[config.mk]
export PLATFORM = sky130hd
export DESIGN_NAME = stepper_phase_sequencer
export DESIGN_NICKNAME = d
export VERILOG_FILES = /design/src/design/sps_pkg.sv /design/src/design/stepper_phase_sequencer.sv /design/src/design/sps_core.sv
export SDC_FILE = /design/constraint.sdc
export NUM_CORES = 1
export LEC_CHECK = 0
export ABC_AREA = 1
export BUFFER_PORTS_ARGS = -buffer_cell sky130_fd_sc_hd__clkbuf_2
export CAP_MARGIN = 20
export CORE_ASPECT_RATIO = 1.75
export CORE_MARGIN = 2
export CORE_UTILIZATION = 45
export CTS_CLUSTER_SIZE = 24
export DETAILED_ROUTE_END_ITERATION = 12
export GPL_TIMING_DRIVEN = 0
export PLACE_DENSITY = 0.72
export SETUP_SLACK_MARGIN = 0.15
export SYNTH_ARGS = -nofsm -noshare
export SYNTH_HDL_FRONTEND = slang
export SYNTH_HIERARCHICAL = 1
export SYNTH_SLANG_ARGS = --single-unit
export TNS_END_PERCENT = 10
[constraint.sdc]
create_clock -name i_clk -period 3.6 [get_ports i_clk]
set_clock_uncertainty 0.15 [all_clocks]
set_input_delay 0.36 -clock i_clk [delete_from_list [all_inputs] [get_ports i_clk]]
set_output_delay 0.36 -clock i_clk [all_outputs]
set_load 0.005 [all_outputs]
[src/design/sps_pkg.sv]
// Shared types, codes and coil tables for the stepper phase sequencer.
package sps_pkg;

    localparam int unsigned KIND_W   = 2;
    localparam int unsigned COUNT_W  = 16;
    localparam int unsigned DELAY_W  = 16;
    localparam int unsigned MODE_W   = 2;
    localparam int unsigned PHASE_W  = 3;
    localparam int unsigned COILS_W  = 4;
    localparam int unsigned CFG_IDX_W = 1;

    localparam logic [MODE_W-1:0]  STEP_MODE_RST  = 2'd0;
    localparam logic [DELAY_W-1:0] STEP_DELAY_RST = 16'd2;

    typedef enum logic [KIND_W-1:0] {
        KIND_TICK  = 2'd0,
        KIND_START = 2'd1,
        KIND_STOP  = 2'd2
    } t_kind;

    typedef enum logic [MODE_W-1:0] {
        MODE_HALF   = 2'd0,
        MODE_SINGLE = 2'd1,
        MODE_DUAL   = 2'd2
    } t_mode;

    typedef enum logic [CFG_IDX_W-1:0] {
        CFG_STEP_MODE  = 1'b0,
        CFG_STEP_DELAY = 1'b1
    } t_cfg_idx;

    typedef enum logic [2:0] {
        MS_STOP = 3'b001,
        MS_CW   = 3'b010,
        MS_CCW  = 3'b100
    } t_motion;

    typedef struct packed {
        logic                 wr;
        logic [CFG_IDX_W-1:0] idx;
        logic [DELAY_W-1:0]   data;
    } t_cfg_wr;

    typedef struct packed {
        logic [COILS_W-1:0] coils;
        logic               running;
        logic               move_done;
    } t_result;

    localparam logic [COILS_W-1:0] HALF_TAB [8] =
        '{4'h1, 4'h3, 4'h2, 4'h6, 4'h4, 4'hC, 4'h8, 4'h9};
    localparam logic [COILS_W-1:0] SINGLE_TAB [8] =
        '{4'h1, 4'h2, 4'h4, 4'h8, 4'h1, 4'h2, 4'h4, 4'h8};
    localparam logic [COILS_W-1:0] DUAL_TAB [8] =
        '{4'h3, 4'h6, 4'hC, 4'h9, 4'h3, 4'h6, 4'hC, 4'h9};

    // unused mode keeps the previous pattern
    function automatic logic [COILS_W-1:0] coil_decode(
        input logic [MODE_W-1:0]  mode,
        input logic [PHASE_W-1:0] phase,
        input logic [COILS_W-1:0] prev
    );
        logic [COILS_W-1:0] pat;
        case (mode)
            MODE_HALF:   pat = HALF_TAB[phase];
            MODE_SINGLE: pat = SINGLE_TAB[phase];
            MODE_DUAL:   pat = DUAL_TAB[phase];
            default:     pat = prev;
        endcase
        return pat;
    endfunction

endpackage

[src/design/stepper_phase_sequencer.sv]
// Top level: request and result registers around the sequencer core.
//
// Drives the four coils of a unipolar stepper from a stream of requests.
// Request channel (i_valid/o_ready): i_kind selects a 1 ms tick, a start
// (i_direction, i_step_count, count 0 runs until stopped) or a stop.
// Result channel (o_valid/i_ready): one result per request, carrying the
// coil levels, the running flag and a move_done pulse on the completing tick.
// Config channel (i_cfg_valid/o_cfg_ready): index 0 step mode, index 1 step
// delay in ticks; always ready, to be written only while no request is in
// flight.
// A request is first held in the request register, then processed by the
// core into the result register, from which its result is offered.
// Throughput is one request per cycle while results are taken, set by the
// single core update between the two registers.
// The request register frees as its content moves on, so a new request is
// taken while a result waits; when the receiver stalls, both registers
// fill and o_ready drops until the result is taken.
// Reset: synchronous, active low; all coils off, motor stopped, phase at
// position one, step mode half-step, delay 2 ticks, both registers empty.
module stepper_phase_sequencer
    import sps_pkg::*;
(
    input  logic                 i_clk,
    input  logic                 i_rst_n,
    input  logic                 i_valid,
    output logic                 o_ready,
    input  logic [KIND_W-1:0]    i_kind,
    input  logic                 i_direction,
    input  logic [COUNT_W-1:0]   i_step_count,
    input  logic                 i_cfg_valid,
    output logic                 o_cfg_ready,
    input  logic [CFG_IDX_W-1:0] i_cfg_index,
    input  logic [DELAY_W-1:0]   i_cfg_data,
    output logic                 o_valid,
    input  logic                 i_ready,
    output logic [COILS_W-1:0]   o_coils,
    output logic                 o_running,
    output logic                 o_move_done
);

    logic               r_in_vld;
    logic [KIND_W-1:0]  r_kind;
    logic               r_dir;
    logic [COUNT_W-1:0] r_count;
    logic               r_out_vld;
    t_result            r_res;

    logic    out_free;
    logic    fire;
    t_cfg_wr cfg;
    t_result res;

    assign out_free    = !r_out_vld || i_ready;
    assign fire        = r_in_vld && out_free;
    assign o_ready     = !r_in_vld || out_free;
    assign o_cfg_ready = 1'b1;

    assign cfg.wr   = i_cfg_valid;
    assign cfg.idx  = i_cfg_index;
    assign cfg.data = i_cfg_data;

    sps_core u_core (
        .i_clk        (i_clk),
        .i_rst_n      (i_rst_n),
        .i_fire       (fire),
        .i_kind       (r_kind),
        .i_direction  (r_dir),
        .i_step_count (r_count),
        .i_cfg        (cfg),
        .o_result     (res)
    );

    always_ff @(posedge i_clk) begin
        if (!i_rst_n) begin
            r_in_vld  <= 1'b0;
            r_out_vld <= 1'b0;
        end else begin
            if (i_valid && o_ready) begin
                r_in_vld <= 1'b1;
            end else if (fire) begin
                r_in_vld <= 1'b0;
            end
            if (fire) begin
                r_out_vld <= 1'b1;
            end else if (i_ready) begin
                r_out_vld <= 1'b0;
            end
        end
    end

    always_ff @(posedge i_clk) begin
        if (i_valid && o_ready) begin
            r_kind  <= i_kind;
            r_dir   <= i_direction;
            r_count <= i_step_count;
        end
        if (fire) begin
            r_res <= res;
        end
    end

    assign o_valid     = r_out_vld;
    assign o_coils     = r_res.coils;
    assign o_running   = r_res.running;
    assign o_move_done = r_res.move_done;

endmodule

[src/design/sps_core.sv]
// Motion state, step timing and coil decode for one request per cycle while i_fire is high.
module sps_core
    import sps_pkg::*;
(
    input  logic               i_clk,
    input  logic               i_rst_n,
    input  logic               i_fire,
    input  logic [KIND_W-1:0]  i_kind,
    input  logic               i_direction,
    input  logic [COUNT_W-1:0] i_step_count,
    input  t_cfg_wr            i_cfg,
    output t_result            o_result
);

    logic [MODE_W-1:0]  r_mode;
    logic [DELAY_W-1:0] r_delay;
    logic [PHASE_W-1:0] r_phase,  n_phase;
    t_motion            r_motion, n_motion;
    logic [COUNT_W-1:0] r_target, n_target;
    logic [COUNT_W-1:0] r_taken,  n_taken;
    logic [DELAY_W-1:0] r_tick,   n_tick;
    logic [COILS_W-1:0] r_coils,  n_coils;

    logic [DELAY_W-1:0] delay_eff;
    logic [DELAY_W-1:0] tick_inc;
    logic               done;

    assign delay_eff = (r_delay == '0) ? DELAY_W'(1) : r_delay;
    assign tick_inc  = r_tick + DELAY_W'(1);

    always_comb begin
        n_phase  = r_phase;
        n_motion = r_motion;
        n_target = r_target;
        n_taken  = r_taken;
        n_tick   = r_tick;
        n_coils  = r_coils;
        done     = 1'b0;
        if (i_fire) begin
            unique case (i_kind)
                KIND_TICK: begin
                    if (r_motion != MS_STOP) begin
                        if (tick_inc < delay_eff) begin
                            n_tick = tick_inc;
                        end else begin
                            n_tick  = '0;
                            n_phase = (r_motion == MS_CW) ? r_phase - PHASE_W'(1)
                                                          : r_phase + PHASE_W'(1);
                            n_coils = coil_decode(r_mode, n_phase, r_coils);
                            if (r_target != '0) begin
                                n_taken = r_taken + COUNT_W'(1);
                                if (n_taken >= r_target) begin
                                    n_motion = MS_STOP;
                                    done     = 1'b1;
                                end
                            end
                        end
                    end
                end
                KIND_START: begin
                    n_motion = i_direction ? MS_CCW : MS_CW;
                    n_target = i_step_count;
                    n_taken  = '0;
                    n_tick   = '0;
                end
                KIND_STOP: begin
                    n_motion = MS_STOP;
                    n_tick   = '0;
                    n_coils  = '0;
                end
                default: ;
            endcase
        end
        // delay rewrite restarts the tick count; user writes only while idle, not enforced
        if (i_cfg.wr && i_cfg.idx == CFG_STEP_DELAY) begin
            n_tick = '0;
        end
    end

    assign o_result.coils     = n_coils;
    assign o_result.running   = (n_motion != MS_STOP);
    assign o_result.move_done = done;

    always_ff @(posedge i_clk) begin
        if (!i_rst_n) begin
            r_mode   <= STEP_MODE_RST;
            r_delay  <= STEP_DELAY_RST;
            r_phase  <= '0;
            r_motion <= MS_STOP;
            r_target <= '0;
            r_taken  <= '0;
            r_tick   <= '0;
            r_coils  <= '0;
        end else begin
            if (i_cfg.wr) begin
                unique case (i_cfg.idx)
                    CFG_STEP_MODE:  r_mode  <= i_cfg.data[MODE_W-1:0];
                    CFG_STEP_DELAY: r_delay <= i_cfg.data;
                    default: ;
                endcase
            end
            r_phase  <= n_phase;
            r_motion <= n_motion;
            r_target <= n_target;
            r_taken  <= n_taken;
            r_tick   <= n_tick;
            r_coils  <= n_coils;
        end
    end

endmodule

# After elaboration in Yosys (flattened, before gate mapping)
# Memories as Yosys holds them, arrays and structs flattened.
# Index checks and enable logic that the tools add are counted.
dict set report word_totals {
  rom_bits 96
  inputBits 41
  ff_bits 103
  n_memories 3
}
# name words word_bits read_ports rd_clocked_by_memory_dff wr line_no
set memory_table {}
lappend memory_table {{(name not given)} 8 4 1 0 0 sps_pkg.sv:65} ;# MODE_HALF: pat = HALF_TAB[phase];
lappend memory_table {{(name not given)} 8 4 1 0 0 sps_pkg.sv:66} ;# MODE_SINGLE: pat = SINGLE_TAB[phase];
lappend memory_table {{(name not given)} 8 4 1 0 0 sps_pkg.sv:67} ;# MODE_DUAL: pat = DUAL_TAB[phase];
dict set report classes {
  n_reduce_logical 24
  eq_ne 10
  n_lt_le_gt_ge 3
  muxes 32
  addsub 4
  bitwise_logic 7
}
# operator count
set op_table {}
lappend op_table {{two-way mux 16 bit} 6}
lappend op_table {{case mux 16 bit (2 select lines)} 2}
lappend op_table {{two-way mux 4 bit} 9}
lappend op_table {{adder 16 x 1 -> 16 bit (second input constant)} 2}
lappend op_table {{two-way mux 3 bit} 7}
lappend op_table {{greater-or-equal comparator 16 bit} 1}
lappend op_table {{logical NOT 16 bit} 1}
lappend op_table {{less-than comparator 16 bit} 1}
lappend op_table {{nonzero test 16 bit} 1}
lappend op_table {{case mux 4 bit (3 select lines)} 1}
lappend op_table {{case mux 3 bit (3 select lines)} 1}
lappend op_table {{case mux 4 bit (2 select lines)} 1}
lappend op_table {{nonzero test 2 bit} 4}
lappend op_table {{inequality test 3 x 1 -> 1 bit (second input constant)} 2}
lappend op_table {{inverter 1 bit} 6}
lappend op_table {{AND reduction 2 bit} 3}
lappend op_table {{two-way mux 1 bit} 5}
lappend op_table {{AND reduction 5 bit} 1}
lappend op_table {{equality test 2 x 1 -> 1 bit (second input constant)} 2}
lappend op_table {{equality test 2 bit (second input constant)} 2}
lappend op_table {{greater-or-equal comparator 4 bit (second input constant)} 1}
lappend op_table {{logical NOT 2 bit} 2}
lappend op_table {{inequality test 2 x 1 -> 1 bit (second input constant)} 2}
lappend op_table {{inverter 3 -> 4 bit} 1}
lappend op_table {{11 further kinds} 16}

# Logic depth before layout (Yosys ltp)
# Gate-level depths: netlist of run 1.
dict set report logic_depth {
  word_depth 11
  ltp_mapped 25
  ltp_nobuf 25
}

# Hierarchy
# The synthesis of run 1 kept the hierarchy.
# mod cells_each seq_area_each_um2 area_each_um2 instances
set by_module_without_submodules {}
lappend by_module_without_submodules {sps_core 685 1521.5 4709.5 1}
lappend by_module_without_submodules {stepper_phase_sequencer 40 790.8 857.1 1}

# Least setup slack after synthesis of run 1
# Ideal clock, no wire load.
dict set report synth_timing {
  path_kind {register -> register}
  from {reg u_core.r_taken[0]}
  to {reg r_res, in the netlist o_running, data pin}
  arrival_ns 2.930
  path_stages_with_launch 26
  t_required_ns 3.191
  n_path_buf 0
  period_less_slack_ns 3.339
  setup_slack_ns 0.261
  path_cell_list {dfxtp_1 > ha_1 > nand2_1 > nor2_1 > inv_1 > nor2_1 > nand4_1 > nor2_1 > nand2_1 > nor3_2 > nand3_1 > xor2_1 > clkinv_1 > ha_1 > nand2_1 > inv_1 > nand3_1 > nor3_1 > nand3_1 > a31o_2 > inv_1 > nand2_1 > nand2_1 > nand2_1 > nand2_1 > nand3_1}
}
# element line_no
set synth_lines {}
lappend synth_lines {{start, declared} sps_core.sv:20} ;# logic [COUNT_W-1:0] r_taken, n_taken;
lappend synth_lines {{start signal, assigned} sps_core.sv:105} ;# r_taken <= n_taken;
lappend synth_lines {{end signal, assigned} stepper_phase_sequencer.sv:98} ;# r_res <= res;
lappend synth_lines {{end, declared} stepper_phase_sequencer.sv:46} ;# t_result r_res;

==> results.sh, run 1 <==
export IMPL_synth_most_common_cell="nand2_1"
export IMPL_wl_per_cell_microns=13.7
export IMPL_internal_power_mw=1.84
export IMPL_peakVddDrop_v=0.000286
export IMPL_fmax_ghz=0.282
export IMPL_rsz0062_at_grt="yes"
export IMPL_finalSetupViolations=0
export IMPL_drc=0
export IMPL_synth_cells=725
export IMPL_ys_top_cells_by_count="nand2_1 (150), inv_1 (108), a21oi_1 (91), dfxtp_1 (78), nor2_1 (63)"
export IMPL_cts_buffers=9
export IMPL_yosysTopAreaCell="dfxtp_1"
export IMPL_first_pass_iters=5
export IMPL_track_usage_pct=20.9
export IMPL_clockBufferDepth=2
export IMPL_async_flop_share_pct=0
export IMPL_worstSetupEndpointType="flip-flop"
export IMPL_finalWeightedCongestion=0.867
export IMPL_path_cells="buf_4 > nand2_1 > nor2_2 > nand3_1 > nor2_1 > nand2_2 > nor3_4 > nand3_1 > nor2_2 > nand2_1 > xor2_1 > inv_2 > ha_4 > nand3_4 > nor3_4 > nand3_1 > a31o_2 > inv_2 > nand2_4 > nand2_2 > nand2_2 > nand2_2 > nand3_1"
export IMPL_yosys_warnings=6
export IMPL_hold_class="input pin to flip-flop"
export IMPL_tightest_slew_ps=979
export IMPL_cp_arrival_ps=3500
export IMPL_grt_pass1_vias=4839
export IMPL_n_antenna_cell=0
export IMPL_p_sw_share_pct=27.7
export IMPL_antenna_found_initial=0
export IMPL_ys_flop_type="dfxtp_1"
export IMPL_grt_first_pass_wirelength_mm=21.6
export IMPL_portBuffers=48
export IMPL_nFillCells=1158
export IMPL_seq_power_share_pct=49.4
export IMPL_synth_nets=810
export IMPL_antenna_left=0
export IMPL_worstPathMaxFanout=4
export IMPL_synth_avg_cell_area_sq_um=7.68
export IMPL_stdcell_area_sq_um=6650
export IMPL_ys_seq_area_share_pct=41.5
export IMPL_grt_busiest_layer="met2"
export IMPL_switchingPower_mw=0.706
export IMPL_status="complete, no violations"
export IMPL_fin_nets=884
export IMPL_cts_sinks=103
export IMPL_die_h_microns=151
export IMPL_p_comb_share_pct=13.6
export IMPL_path_class="flip-flop to flip-flop"
export IMPL_synth_area_sq_um=5570
export IMPL_yosysUniqueCellTypes=40
export IMPL_critPathLaunchType="flip-flop"
export IMPL_met1_usage_pct=21.6
export IMPL_core_area_sq_um=12100
export IMPL_finalCritPeriodShare_pct=98.6
export IMPL_met2_usage_pct=40.6
export IMPL_clockRootBuffer="clkbuf_16"
export IMPL_synth_edf_count=25
export IMPL_path_delay_family="simple AND/OR/NAND/NOR gates"
export IMPL_dpl_instance_area_sq_um=6010
export IMPL_min_period_ps=3550
export IMPL_worstPathRequired_ps=3550
export IMPL_dp_hpwl_mm=9.90
export IMPL_clk_latency_ps=350
export IMPL_relSlewSlack_pct=34.7
export IMPL_p_clk_share_pct=37.0
export IMPL_synth_top_cell_area_share_pct=28.1
export IMPL_cap_violations=0
export IMPL_slew_viol_final=0
export IMPL_ys_ff_latch=103
export IMPL_die_w_microns=88.1
export IMPL_synth_area_leaders="dfxtp_1 (28%), edfxtp_1 (13%), nand2_1 (10%)"
export IMPL_pwr_density_cell_nw_per_um2=383
export IMPL_critPathBufInv=3
export IMPL_rows=53
export IMPL_finalPower_mw=2.55
export IMPL_wirelength_mm=13.3
export IMPL_die_area_sq_um=13300
export IMPL_grt_max_degree=20
export IMPL_synthToLayoutAreaGrowth_pct=19.5
export IMPL_hold_viol=0
export IMPL_cts_hold_buf=0
export IMPL_p_leak_nw=3.06
export IMPL_drtIter0Drc=220
export IMPL_slowest_delay_ps=360
export IMPL_io_pins=50
export IMPL_drive_above_1_share_pct=18.8
export IMPL_grt_overflow=0
export IMPL_grtUsageMet3_pct=3.16
export IMPL_crit_path_top_delay_cell="dfxtp_2"
export IMPL_path_clk_slew_ps=80
export IMPL_start_util_pct=46.1
export IMPL_vias_per_cell=4.99
export IMPL_cts_tree="done"
export IMPL_htreeDepth=3
export IMPL_dr_total_vias=4834
==> area by class of cell <==
type / count / area, sq um / share of cell area [%]
multi-input combinational: 485 / 2930 / 44.0
sequential: 103 / 2320 / 34.9
inverter: 114 / 429 / 6.45
timing repair buffer: 63 / 360 / 5.42
clock buffer: 9 / 225 / 3.39
tap: 165 / 206 / 3.10
buffer: 23 / 121 / 1.83
clock inverter: 7 / 58.8 / 0.884
==> kinds of logic (layout without fill, tap and decap cells) <==
group                    after synthesis  in the layout  share of synthesized area (%)
AND/OR/NAND/NOR                      270            270                           21.0
AO/OA/AOI/OAI                        143            143                           13.5
buffers and inverters                137            216                           9.64
flip-flops                           103            103                           41.5
adder cells (fa/ha/maj)               44             44                           10.0
XOR/XNOR                              27             27                           4.25
other                                  1              1                         0.0674
==> placed cells by master (no fill, tap or decap), types with 5 or more instances in the layout <==
master,n
a21oi_1,91
buf_4,16
buf_6,5
clkbuf_1,13
clkbuf_16,9
clkbuf_2,48
dfxtp_1,73
edfxtp_1,25
ha_1,39
inv_1,104
inv_2,7
inv_6,5
nand2_1,139
nand2_2,11
nand3_1,19
nand3_2,6
nand4_1,8
nor2_1,55
nor2_2,8
o21ai_0,40
xor2_1,22
==> power groups by stage <==
stage | clock (mW) | sequential (mW) | combinational [mW]
6_report | 0.943 | 1.26 | 0.346
5_1_grt | 1.01 | 1.27 | 0.393
4_1_cts | 0.965 | 1.26 | 0.331
3_5_place_dp | 0 | 1.29 | 0.305
3_3_place_gp | 0 | 1.28 | 0.301
2_1_floorplan | 0 | 1.28 | 0.212
==> sequential cells by signal, summed over array words and instances, names as in the netlist, 2 cells and up <==
name / cells
u_core/r_target: 16
u_core/r_motion: 3
o_coils: 4
u_core/r_phase: 3
r_kind: 2
u_core/r_coils: 4
u_core/r_taken: 16
u_core/r_delay: 16
u_core/r_mode: 2
r_count: 16
u_core/r_tick: 16
==> worst paths after layout <==
check / endpoint / slack [ps] / startpoint / cells past startpoint
worst min register to register: u_core/r_delay[3] / 330 / u_core/r_delay[3] / 2
worst max register to register: o_running / 50 / u_core/r_taken[0] / 23
worst min-delay path: r_count[10] / 30 / i_step_count[10] / 1
worst max-delay path: o_running / 50 / u_core/r_taken[0] / 23
==> per-stage QoR <==
stage          hold slack, ps  std cells  utilization, %  setup TNS (ps)  worst slack [ps]
2_1_floorplan             294        725               -               0               261
3_3_place_gp              311        938            49.8           -3150              -412
3_5_place_dp              321        938            49.8           -3600              -435
4_1_cts                  18.7        966            54.0           -59.9             -59.9
5_1_grt                  16.3        969            55.1            -564              -206
6_report                 28.0        969            55.1               0              50.6
==> repair_timing <==
item,in CTS,in global routing
hold endpoints to repair,0,0
endpoints found under the setup margin,46,47
pin swaps,25,22
resized for setup,35,28
buffers inserted,12,3
==> per-layer routing <==
metal	wire [microns]	vias up
met1	5020	2242
li1	-	2472
met3	434	28
met2	7470	92
met4	326	0
met5	0	-
Note: power is estimated with default switching activity, not from simulation.
==> run 2: changes to the inputs <==
PLACE_DENSITY = 0.71   (was 0.72)
SYNTH_HIERARCHICAL = unset   (was 1)
==> results.sh, run 2 <==
export IMPL_die_area_sq_um=13400
export IMPL_dp_cells=900
export IMPL_ys_ff_latch=103
export IMPL_worstPathRequired_ps=3720
export IMPL_final_cell_mix="inv_1 (100), nand2_1 (99), dfxtp_1 (73), nor2_1 (54), a21oi_1 (53)"
export IMPL_htreeDepth=3
export IMPL_worstSetupEndpointType="flip-flop"
export IMPL_drive_above_1_share_pct=24.8
export IMPL_io_pins=50
export IMPL_synth_avg_cell_area_sq_um=8.21
export IMPL_final_common_cell="inv_1"
export IMPL_rsz0062_at_grt="yes"
export IMPL_start_util_pct=45.5
export IMPL_track_usage_pct=20.3
export IMPL_violations="negative setup slack"
export IMPL_hold_viol=0
export IMPL_multi_input_area_sq_um=3030
export IMPL_seq_power_share_pct=51.0
export IMPL_portBuffers=47
export IMPL_synth_cells=685
export IMPL_core_area_sq_um=12400
export IMPL_fin_setup_tns_ps=-84.3
export IMPL_grt_max_degree=20
export IMPL_peakVddDrop_v=0.000289
export IMPL_finalWeightedCongestion=0.860
export IMPL_drc=0
export IMPL_vias_per_cell=4.95
export IMPL_p_leak_nw=3.20
export IMPL_cap_violations=0
export IMPL_finalCritPeriodShare_pct=101
export IMPL_synth_area_leaders="dfxtp_1 (28%), edfxtp_1 (13%), ha_1 (9.6%)"
export IMPL_place_ws_ps=-252
export IMPL_clockBufferDepth=2
export IMPL_muxShareOfSynthArea_pct=0
export IMPL_cts_sinks=103
export IMPL_fmax_ghz=0.275
export IMPL_finalSetupViolations=6
export IMPL_worstPathMaxFanout=5
export IMPL_stdcell_area_sq_um=6870
export IMPL_antenna_left=0
export IMPL_dpl_instance_area_sq_um=6070
export IMPL_r2r_start="u_core.r_tick[1]"
export IMPL_clockRootBuffer="clkbuf_16"
export IMPL_grt_overflow=0
export IMPL_first_pass_iters=4
export IMPL_dp_hpwl_mm=9.49
export IMPL_switchingPower_mw=0.657
export IMPL_fin_nets=865
export IMPL_status="finished, violations left"
export IMPL_critPathLaunchType="flip-flop"
export IMPL_p_comb_share_pct=11.8
export IMPL_synth_top_cell_area_share_pct=27.8
export IMPL_antenna_found_initial=0
export IMPL_yosys_area_share_simple_pct=19.4
export IMPL_pwr_density_cell_nw_per_um2=359
export IMPL_endpoint="u_core.r_tick[5]"
export IMPL_finalPower_mw=2.46
export IMPL_grt_first_pass_wirelength_mm=21.5
export IMPL_ys_seq_area_share_pct=41.1
export IMPL_cts_buffers=9
export IMPL_rrSetupSlack_ps=-40
export IMPL_fin_ws_ps=-38.1
export IMPL_wl_per_cell_microns=13.9
export IMPL_min_period_ps=3640
export IMPL_slew_viol_final=0
export IMPL_synth_xor_area_share_pct=4.81
export IMPL_yosysUniqueCellTypes=47
export IMPL_rows=54
export IMPL_n_antenna_cell=0
export IMPL_p_clk_share_pct=37.2
export IMPL_instances_no_fill=953
export IMPL_synth_compound_gate_area_share_pct=16.0
export IMPL_r2r_end="u_core.r_tick[5]"
export IMPL_synth_most_common_cell="nand2_1"
export IMPL_wirelength_mm=13.3
export IMPL_synth_top_family_by_area="simple AND/OR/NAND/NOR gates"
export IMPL_synth_nets=770
export IMPL_die_h_microns=152
export IMPL_ys_top_cells_by_count="nand2_1 (107), inv_1 (103), dfxtp_1 (78), nor2_1 (57)"
export IMPL_dr_total_vias=4720
export IMPL_clk_latency_ps=350
export IMPL_yosys_warnings=0
export IMPL_p_sw_share_pct=26.7
export IMPL_cp_arrival_ps=3760
export IMPL_r2r_worst_path_cells=20
export IMPL_cp_startpoint="u_core.r_tick[1]"
export IMPL_internal_power_mw=1.81
export IMPL_die_w_microns=88.5
export IMPL_synthToLayoutAreaGrowth_pct=22.1
export IMPL_hold_class="input pin to flip-flop"
export IMPL_cts_tree="done"
export IMPL_yosysTopAreaCell="dfxtp_1"
export IMPL_register_area_sq_um=2320
export IMPL_nFillCells=1107
export IMPL_drtIter0Drc=195
export IMPL_ys_flop_type="dfxtp_1"
export IMPL_async_flop_share_pct=0
export IMPL_tightest_slew_ps=746
export IMPL_synth_edf_count=25
export IMPL_relSlewSlack_pct=50.2
export IMPL_synth_area_sq_um=5620
export IMPL_path_clk_slew_ps=70
export IMPL_grt_pass1_vias=4821
export IMPL_path_class="flip-flop to flip-flop"
export IMPL_synthAdderAreaFrac_pct=9.92
==> run 2: changes by cell type after synthesis, moves of 6 or more <==
| cell | previous run | this run |
|---|---|---|
| a21oi_2 | 1 | 11 |
| nand2_2 | 2 | 14 |
| nand2_1 | 150 | 107 |
| o21ai_0 | 40 | 54 |
| nor2_1 | 63 | 57 |
| nand3_1 | 24 | 16 |
| a21oi_1 | 91 | 54 |
| a22oi_1 | 0 | 13 |
==> run 2: kinds of logic after synthesis <==
kind of cell	after synthesis
other cells	1
simple gates	230
buf+inv	127
flops	103
fa+ha+maj	44
xor+xnor	30
compound gates	150
==> run 2: power groups by stage <==
stage	Combinational, mW	Clock (mW)	Sequential, mW
detailed placement	0.265	0	1.28
CTS	0.274	0.933	1.26
floorplan	0.180	0	1.28
global placement	0.261	0	1.28
global route	0.330	0.982	1.26
finish	0.292	0.917	1.26
==> run 2: how the worst min path moves through the flow <==
| stage | slack (ps) | end | cells after the start | startpoint |
|---|---|---|---|---|
| after floorplan | 290 | u_core.r_delay[0] | 2 | u_core.r_delay[0] |
| after global placement | 310 | u_core.r_delay[0] | 2 | u_core.r_delay[0] |
| after detailed placement | 320 | u_core.r_delay[0] | 2 | u_core.r_delay[0] |
| after CTS | 30 | r_count[7] | 1 | i_step_count[7] |
| after global routing | 20 | r_count[7] | 1 | i_step_count[7] |
| final | 40 | r_count[14] | 1 | i_step_count[14] |
==> run 2: worst max-delay path, stage by stage, from the launching register on <==
cell and delay [ps]:
dfxtp_4 370, ha_4 150, nand2_4 50, nor2_4 120, nand3_2 100, nand3b_4 190, nor3_4 200, nand3_2 130
nor2_2 150, xor2_1 230, ha_1 290, nand2_2 90, inv_2 60, nand3_4 90, a31oi_4 50, a2111oi_4 340
nand2_4 140, nor3_4 290, buf_6 200, nand2_4 50, a21oi_2 140
==> run 2: timing repair <==
item	CTS	global route
endpoints found under the setup margin	48	48
hold buffers	0	0
hold endpoints to repair	0	0
setup buffers	27	9
pin swaps	6	22
gates resized for setup	18	59
gates cloned	0	1
==> run 2: metrics by stage <==
step	hold WS, ps	utilization (%)
final	37.1	55.5
after detailed placement	318	49.1
after global routing	24.6	55.5
after CTS	26.3	53.6
after global placement	307	49.1
after floorplan	295	-
==> run 2: layout make-up <==
class,instances,area share (%)
inverters,107,5.85
multi-input cells,455,44.1
flip-flops and latches,103,33.8
plain buffers,20,1.55
repair buffers,84,7.63
clock buffers,9,3.28
clock inverters,7,0.711
well taps,168,3.06
==> run 2: metal layers <==
metal | share of wire [%] | wire length, microns | global-route usage, % | vias to the layer above
met4 | 4.4 | 580 | 10.5 | 0
met1 | 37 | 4900 | 20.5 | 2181
met3 | 2.2 | 287 | 3.26 | 35
met2 | 57 | 7490 | 38.2 | 79
li1 | - | - | - | 2425
met5 | 0 | 0 | 0 | -
==> run 3: changes to the inputs <==
CORE_ASPECT_RATIO = 0.8   (was 1.75)
PLACE_DENSITY = 0.69   (was 0.71)
clock period = 3.9 ns   (was 3.6 ns; I/O delays follow)
==> results.sh, run 3 (same netlist as run 2, synthesis figures left out) <==
export IMPL_status="complete, no violations"
export IMPL_instances_no_fill=932
export IMPL_grt_pass1_vias=4732
export IMPL_tightest_slew_ps=823
export IMPL_holdPathEnd="r_count[12]"
export IMPL_fin_setup_tns_ps=0
export IMPL_p_comb_share_pct=10.7
export IMPL_htreeDepth=3
export IMPL_drc=0
export IMPL_r2r_start="u_core.r_tick[0]"
export IMPL_portBuffers=47
export IMPL_cts_sinks=103
export IMPL_dp_cells=903
export IMPL_cp_startpoint="u_core.r_tick[0]"
export IMPL_rrSetupSlack_ps=300
export IMPL_n_antenna_cell=0
export IMPL_p_sw_share_pct=27.0
export IMPL_switchingPower_mw=0.646
export IMPL_cts_buffers=9
export IMPL_core_area_sq_um=12200
export IMPL_cts_tree="done"
export IMPL_critPathLaunchType="flip-flop"
export IMPL_die_area_sq_um=13400
export IMPL_relSlewSlack_pct=45.1
export IMPL_worstPathRequired_ps=4040
export IMPL_worstHoldPathCells=1
export IMPL_synthToLayoutAreaGrowth_pct=17.1
export IMPL_worst_path_stages=21
export IMPL_antenna_left=0
export IMPL_track_usage_pct=20.4
export IMPL_clk_latency_ps=360
export IMPL_slew_viol_final=0
export IMPL_final_common_cell="nand2_1"
export IMPL_seq_power_share_pct=48.4
export IMPL_p_leak_nw=3.05
export IMPL_fin_util_pct=53.9
export IMPL_finalCritPeriodShare_pct=92.4
export IMPL_dr_total_vias=4713
export IMPL_pwr_density_cell_nw_per_um2=363
export IMPL_finalWeightedCongestion=0.816
export IMPL_worstSetupEndpointType="flip-flop"
export IMPL_cap_violations=0
export IMPL_path_class="flip-flop to flip-flop"
export IMPL_drtIter0Drc=202
export IMPL_fmax_ghz=0.278
export IMPL_cp_arrival_ps=3740
export IMPL_rows=36
export IMPL_start_util_pct=46.1
export IMPL_first_pass_iters=4
export IMPL_die_w_microns=129
export IMPL_path_delay_family="simple AND/OR/NAND/NOR gates"
export IMPL_path_clk_slew_ps=80
export IMPL_fin_nets=841
export IMPL_rsz0062_at_grt="yes"
export IMPL_hold_viol=0
export IMPL_dp_hpwl_mm=9.62
export IMPL_min_period_ps=3600
export IMPL_slowest_delay_ps=370
export IMPL_final_cell_mix="nand2_1 (106), inv_1 (102), dfxtp_1 (74), nor2_1 (56), a21oi_1 (54)"
export IMPL_vias_per_cell=5.06
export IMPL_worstPathMaxFanout=5
export IMPL_io_pins=50
export IMPL_cpMostUsedCell="nand3_2"
export IMPL_internal_power_mw=1.75
export IMPL_hp_start="i_step_count[12]"
export IMPL_peakVddDrop_v=0.000230
export IMPL_hold_class="input pin to flip-flop"
export IMPL_grt_overflow=0
export IMPL_antenna_found_initial=0
export IMPL_clockBufferDepth=2
export IMPL_crit_path_top_delay_cell="dfxtp_4"
export IMPL_grt_max_degree=21
export IMPL_die_h_microns=104
export IMPL_r2r_worst_path_cells=21
export IMPL_grt_first_pass_wirelength_mm=22.1
export IMPL_critPathBufInv=3
export IMPL_r2r_end="u_core.r_tick[9]"
export IMPL_path_cells="ha_2 > nand2_1 > nor2_2 > nand3_2 > nand3b_4 > nor3_4 > nand3_2 > nor2_2 > xor2_1 > ha_1 > nand2_1 > inv_1 > nand3_2 > a31oi_4 > a2111oi_4 > nand2_4 > nor3_4 > buf_6 > buf_6 > nand2_2 > a21oi_2"
export IMPL_drive_above_1_share_pct=19.3
export IMPL_clockRootBuffer="clkbuf_16"
export IMPL_wl_per_cell_microns=13.9
export IMPL_finalSetupViolations=0
export IMPL_wirelength_mm=13.0
export IMPL_p_clk_share_pct=40.9
-- run 3: worst max-delay path by stage --
stage	endpoint	slack, ps
after floorplan	u_core.r_taken[8]	630
after global placement	u_core.r_taken[8]	150
after detailed placement	u_core.r_taken[7]	20
after CTS	o_running	150
after global routing	u_core.r_taken[13]	100
final	u_core.r_tick[9]	300
-- run 3: metal layers --
metal	share of wire (%)	global-route usage, %	wire length (microns)
met5	0	0	0
met4	1.4	5.59	180
met1	49	27.7	6350
met2	45	33.0	5840
met3	4.8	4.17	627
-- run 3: power by group through the flow --
stage,registers (mW),clock network (mW),logic (mW)
2_1_floorplan,1.18,0,0.167
3_3_place_gp,1.18,0,0.234
3_5_place_dp,1.18,0,0.243
4_1_cts,1.16,0.990,0.253
5_1_grt,1.16,1.03,0.296
6_report,1.16,0.978,0.256
-- run 3: cell type report --
class,instances,area (sq um)
Tap cell,171,214
Fill cell,1079,5620
Sequential cell,103,2320
Clock buffer,9,225
Buffer,20,91.3
Multi-Input combinational cell,456,2900
Clock inverter,7,95.1
Inverter,107,402
Timing Repair Buffer,59,337
-- run 3: worst reg2reg max path: cells and delay by family, from the launching register on --
family,cells,cell delay (ps)
fa+ha+maj,2,470
buf+inv,3,360
simple gates,12,1480
compound gates,3,450
flops,1,370
xor+xnor,1,250
-- run 3: per-stage QoR --
| step | cell area [sq um] | hold WS, ps | power [mW] | worst slack (ps) |
|---|---|---|---|---|
| floorplan | 5620 | 295 | 1.34 | 630 |
| global placement | 6070 | 310 | 1.42 | 149 |
| detailed placement | 6070 | 321 | 1.43 | 22.5 |
| CTS | 6520 | 44.5 | 2.40 | 149 |
| global route | 6590 | 44.2 | 2.49 | 102 |
| finish | 6590 | 47.3 | 2.39 | 297 |
-- run 3: timing repair --
item	4_1_cts	5_1_grt
resized for setup	14	14
setup buffers	8	3
pin swaps	6	6
setup endpoints to repair	21	48
gates cloned	2	0
hold buffers	0	0
endpoints found under the hold margin	0	0
